**src/design/wct_pkg.sv**
```systemverilog
// Shared types and constants of the windowed corner turn.
package wct_pkg;

	localparam int MaxSamples = 256;
	localparam int MaxChirps  = 128;
	localparam int SmpW       = $clog2(MaxSamples);
	localparam int ChpW       = $clog2(MaxChirps);
	localparam int AddrW      = SmpW + ChpW;
	localparam int PlaneDepth = MaxSamples * MaxChirps;

	localparam int SpcW = 9;
	localparam int CpfW = 8;
	localparam int CfgW = 9;
	localparam int CfgIdxW = 2;

	// Register indexes of the configuration port.
	localparam logic [CfgIdxW-1:0] CFG_SAMPLES = 2'd0;
	localparam logic [CfgIdxW-1:0] CFG_CHIRPS  = 2'd1;
	localparam logic [CfgIdxW-1:0] CFG_WINDOW  = 2'd2;

	// Input action codes.
	localparam logic ACT_WRITE = 1'b0;
	localparam logic ACT_READ  = 1'b1;

	// Unity weight in Q1.15.
	localparam logic [15:0] WeightOne = 16'h8000;

	typedef struct packed {
		logic               action;
		logic signed [15:0] sample_real;
		logic signed [15:0] sample_imag;
		logic        [15:0] weight;
	} in_word_t;

	typedef struct packed {
		logic signed [15:0] out_real;
		logic signed [15:0] out_imag;
		logic               out_valid;
		logic               last_of_plane;
		logic               phase_error;
	} out_word_t;

	typedef enum logic [1:0] {
		ST_IDLE,
		ST_RD_ADDR,
		ST_RD_DATA,
		ST_OUT
	} state_t;

	typedef struct packed {
		logic accept_wr;
		logic accept_rd;
		logic issue_rd;
		logic load_data;
		logic load_err;
	} cmd_t;

	typedef struct packed {
		logic reading;
	} stat_t;

endpackage

```
**src/design/wct_ctrl.sv**
```systemverilog
// Controller state machine: handshakes and sequencing of plane reads.
module wct_ctrl (
	input  logic            clk,
	input  logic            arst_n,
	input  logic            in_valid,
	input  logic            in_action,
	output logic            in_ready,
	output logic            out_valid,
	input  logic            out_ready,
	input  wct_pkg::stat_t  stat,
	output wct_pkg::cmd_t   cmd
);

	wct_pkg::state_t state_q, state_d;

	always_ff @(posedge clk or negedge arst_n) begin
		if (!arst_n) begin
			state_q <= wct_pkg::ST_IDLE;
		end else begin
			state_q <= state_d;
		end
	end

	always_comb begin
		state_d   = state_q;
		cmd       = '0;
		in_ready  = 1'b0;
		out_valid = 1'b0;
		unique case (state_q)
			wct_pkg::ST_IDLE: begin
				in_ready = 1'b1;
				if (in_valid) begin
					if (in_action == wct_pkg::ACT_WRITE && !stat.reading) begin
						cmd.accept_wr = 1'b1;
					end else if (in_action == wct_pkg::ACT_READ && stat.reading) begin
						cmd.accept_rd = 1'b1;
						state_d       = wct_pkg::ST_RD_ADDR;
					end else begin
						cmd.load_err = 1'b1;
						state_d      = wct_pkg::ST_OUT;
					end
				end
			end
			wct_pkg::ST_RD_ADDR: begin
				cmd.issue_rd = 1'b1;
				state_d      = wct_pkg::ST_RD_DATA;
			end
			wct_pkg::ST_RD_DATA: begin
				cmd.load_data = 1'b1;
				state_d       = wct_pkg::ST_OUT;
			end
			wct_pkg::ST_OUT: begin
				out_valid = 1'b1;
				if (out_ready) begin
					state_d = wct_pkg::ST_IDLE;
				end
			end
			default: begin
				state_d = wct_pkg::ST_IDLE;
			end
		endcase
	end

endmodule

```
**config.mk**
```make
export PLATFORM = sky130hd
export DESIGN_NAME = wct_ctrl
export DESIGN_NICKNAME = d
export VERILOG_FILES = /design/src/design/wct_pkg.sv /design/src/design/wct_ctrl.sv
export SDC_FILE = /design/constraint.sdc
export NUM_CORES = 1
export LEC_CHECK = 0
export BUFFER_PORTS_ARGS = -buffer_cell sky130_fd_sc_hd__buf_2
export CORE_AREA = 3 3 40 42
export CTS_CLUSTER_SIZE = 25
export DETAILED_ROUTE_END_ITERATION = 10
export DIE_AREA = 0 0 43 45
export GPL_ROUTABILITY_DRIVEN = 0
export PLACE_DENSITY_LB_ADDON = 0.08
export SETUP_SLACK_MARGIN = 0.2
export SLEW_MARGIN = 20
export SYNTH_ARGS = -nofsm -noshare
export SYNTH_HDL_FRONTEND = slang
export SYNTH_SLANG_ARGS = --single-unit
```
**constraint.sdc**
```tcl
create_clock -name clk -period 2.48 [get_ports clk]
set_input_delay 0.496 -clock clk [delete_from_list [all_inputs] [get_ports clk]]
set_output_delay 0.496 -clock clk [all_outputs]
set_load 0.1 [all_outputs]
```
==> PnR_summary.wiki <==
{| class="wikitable"
! Metric !! Value
|-
| Critical path endpoint category || output pin
|-
| Detailed Route WL || about 460 um
|-
| Iteration count of the initial detailed-routing pass || 1
|-
| Wire length of the first global-routing pass || 759 um
|-
| Worst path top cell family by delay || buffers and inverters
|-
| Die footprint || around 1900 um^2
|-
| Post-synthesis sequential element count || 2
|-
| Number of vias per cell || a little under 4
|-
| Congestion Overflow GR || 0
|-
| Initial Utilization || around 18%
|-
| Number of global-route vias before repair || around 200
|-
| Clock root buffer master || sky130_fd_sc_hd__clkbuf_4
|-
| Fin nets || 54
|-
| Die height || around 45 um
|-
| Post-route DRC violation count || 0
|-
| Arrival time of data at the critical path endpoint || roughly 1.6 ns
|-
| Critical Path Fanout Max || 5
|-
| CTS hold repair buffers || 0
|-
| Routed wire per std cell || between 8 and 9 um
|-
| WS Path Type || reg -> out
|-
| Ordered list of cells on the worst path || inv_1, ha_2, and3_2, buf_2
|-
| Global Route Usage Sum || approximately 5.7%
|-
| Final Hold Viols || 0
|-
| Count of buffers added by post-CTS timing repair for setup || 0
|-
| Latest clock arrival within the worst-skew pair || about 0.22 ns
|-
| H-tree level count || 1
|-
| Worst Reg-to-Reg Cells || 4
|-
| Maximum number of pins on one net before global-route repair || 6
|-
| Post-Synthesis Net Count || 37
|-
| Largest buffer count on any clock path || 2
|-
| Slew Limit Fails || 0
|-
| Top library cells by usage in the layout, fill and taps aside || 12 x sky130_fd_sc_hd__buf_2, 6 x sky130_fd_sc_hd__ha_1, 4 x sky130_fd_sc_hd__inv_1
|-
| FMAX || around 0.48 GHz
|-
| Count of maximum capacitance violations || 0
|-
| Minimum clock period || just over 2 ns
|-
| Setup repair after global routing missed its margin || false
|-
| Max_slew headroom || roughly two thirds
|-
| Layout Area Growth over Synthesis || 46.4%
|-
| Post-synthesis cell area || 229 um^2
|-
| Ratio of cells with drive above 1 in the final layout || around 54%
|-
| Count of nets left with antenna violations after detail routing || 0
|-
| Row cnt || 13
|-
| Count of instances resized after the clock tree is built || 0
|-
| Count of cell types in the netlist || 12
|-
| Hold WC Path Type || in -> async
|-
| Nature of the critical path startpoint || flop
|-
| Horizontal die dimension || approximately 43 um
|-
| Flip-flop count of the largest register, all copies and words added || 2
|-
| Syn avg cell area || about 9.5 um^2
|-
| TritonCTS clock tree || done
|-
| HPWL after DPL || around 390 um
|-
| IO buf count || 12
|-
| Final total negative setup slack || 0 ns
|-
| Worst-case clock skew || between 0.003 and 0.004 ns
|-
| Stages on worst setup path || 4
|-
| Area of the placeable core || 1280 um^2
|-
| Clk slew on worst S/H paths || 0.03 ns
|-
| Area used by multi-input combinational logic || roughly 170 um^2
|-
| Critical path's slowest cell || sky130_fd_sc_hd__buf_2
|-
| Number of DRC markers after the initial detailed-route iteration || 0
|-
| Largest Register || state_q
|-
| Result of the run || finished, final reports clean
|-
| Transition time of the tightest slew-check pin || 0.488 ns
|-
| Antenna violations before repair || 0
|-
| Most common library cell in the layout ignoring fill and taps || sky130_fd_sc_hd__buf_2
|-
| Post-Synthesis Cells || 24
|-
| Count of antenna diodes in the layout || 0
|-
| Number of fillers in the final layout || between 150 and 200
|-
| WP buf/inv || 2
|-
| Count of clock tree sinks || 2
|-
| Total area of sequential cells || between 50 and 60 um^2
|-
| Number of buffers added by the clock tree synthesis step || 3
|-
| Critical Path RT || 1.98 ns
|-
| Largest registers || state_q x2
|-
| Top-level I/O count || 13
|-
| Largest stage delay on the critical path || between 0.4 and 0.5 ns
|-
| Sequential fraction of the synthesis area || between 20% and 30%
|-
| Via total after detailed routing || 209
|-
| Synth warn || 0
|-
| Period Utilization, post-route || 83.2%
|-
| Setup-failing EPs final || 0
|}
logic make-up (layout without fill, tap and decap cells):
logic type / Yosys count / in the layout / share of synthesized area (%)
buffers and inverters: 4 / 19 / 6.56
adder cells (fa/ha/maj): 7 / 7 / 38.2
multiplexers: 2 / 2 / 8.74
AO/OA/AOI/OAI: 2 / 2 / 6.01
flip-flops: 2 / 2 / 21.9
AND/OR/NAND/NOR: 7 / 7 / 18.6
per-layer routing:
layer	routed length [um]	up-vias	GRT usage, %
li1	-	109	-
met1	181	95	4.82
met2	240	5	8.98
met3	38	0	2.79
met4	0	0	7.23
met5	0	-	0
per-stage QoR:
step,util [%],hold slack (ns),setup slack [ns],instance area (um^2),std cells
after floorplan,-,0.200,0.310,234,24
after global routing,26.1,0.0423,0.332,335,54
final,26.1,0.0510,0.416,335,54
after CTS,26.1,0.0405,0.390,335,54
after detailed placement,24.3,0.283,0.531,313,51
after global placement,24.3,0.280,0.539,313,51
worst reg2reg max path: stages (launching register included):
cell and delay (ns):
sky130_fd_sc_hd__dfrtp_1 0.39, sky130_fd_sc_hd__ha_1 0.21, sky130_fd_sc_hd__nor2b_2 0.15, sky130_fd_sc_hd__a21oi_2 0.16, sky130_fd_sc_hd__mux2i_1 0.22
area by class of cell:
class,count,area share (%)
multi-input cells,18,50.4
well taps,15,5.60
inverters,4,4.48
repair buffers,12,17.9
flip-flops and latches,2,14.9
clock buffers,3,6.72
cell usage after synthesis:
cell / count / area (um^2)
sky130_fd_sc_hd__mux2i_1: 2 / 20.0
sky130_fd_sc_hd__ha_1: 7 / 87.6
sky130_fd_sc_hd__a21oi_2: 1 / 8.76
sky130_fd_sc_hd__o21ai_0: 1 / 5.00
sky130_fd_sc_hd__nor2b_2: 1 / 8.76
sky130_fd_sc_hd__nor2_1: 1 / 3.75
sky130_fd_sc_hd__inv_1: 4 / 15.0
sky130_fd_sc_hd__nand2_1: 1 / 3.75
sky130_fd_sc_hd__dfrtp_1: 2 / 50.1
sky130_fd_sc_hd__nand2b_1: 1 / 6.26
sky130_fd_sc_hd__and3_2: 1 / 7.51
sky130_fd_sc_hd__and3_1: 2 / 12.5
path summary, 6_finish.rpt:
path                            slack [ns]                     end                    from
worst max-delay path                  0.42                  cmd[0]  state_q[0]$_DFFE_PN0P_
worst min-delay path                  0.05  state_q[0]$_DFFE_PN0P_                  arst_n
worst max register to register        1.26  state_q[1]$_DFFE_PN0P_  state_q[0]$_DFFE_PN0P_
worst min register to register        0.65  state_q[1]$_DFFE_PN0P_  state_q[1]$_DFFE_PN0P_
max in group asynchronous             2.33  state_q[1]$_DFFE_PN0P_                  arst_n
min in group clk                      0.65  state_q[1]$_DFFE_PN0P_  state_q[1]$_DFFE_PN0P_
Power is left out: the tool's default activity adds up to more than one toggle a clock period on the data nets, which glitch-free logic cannot reach.
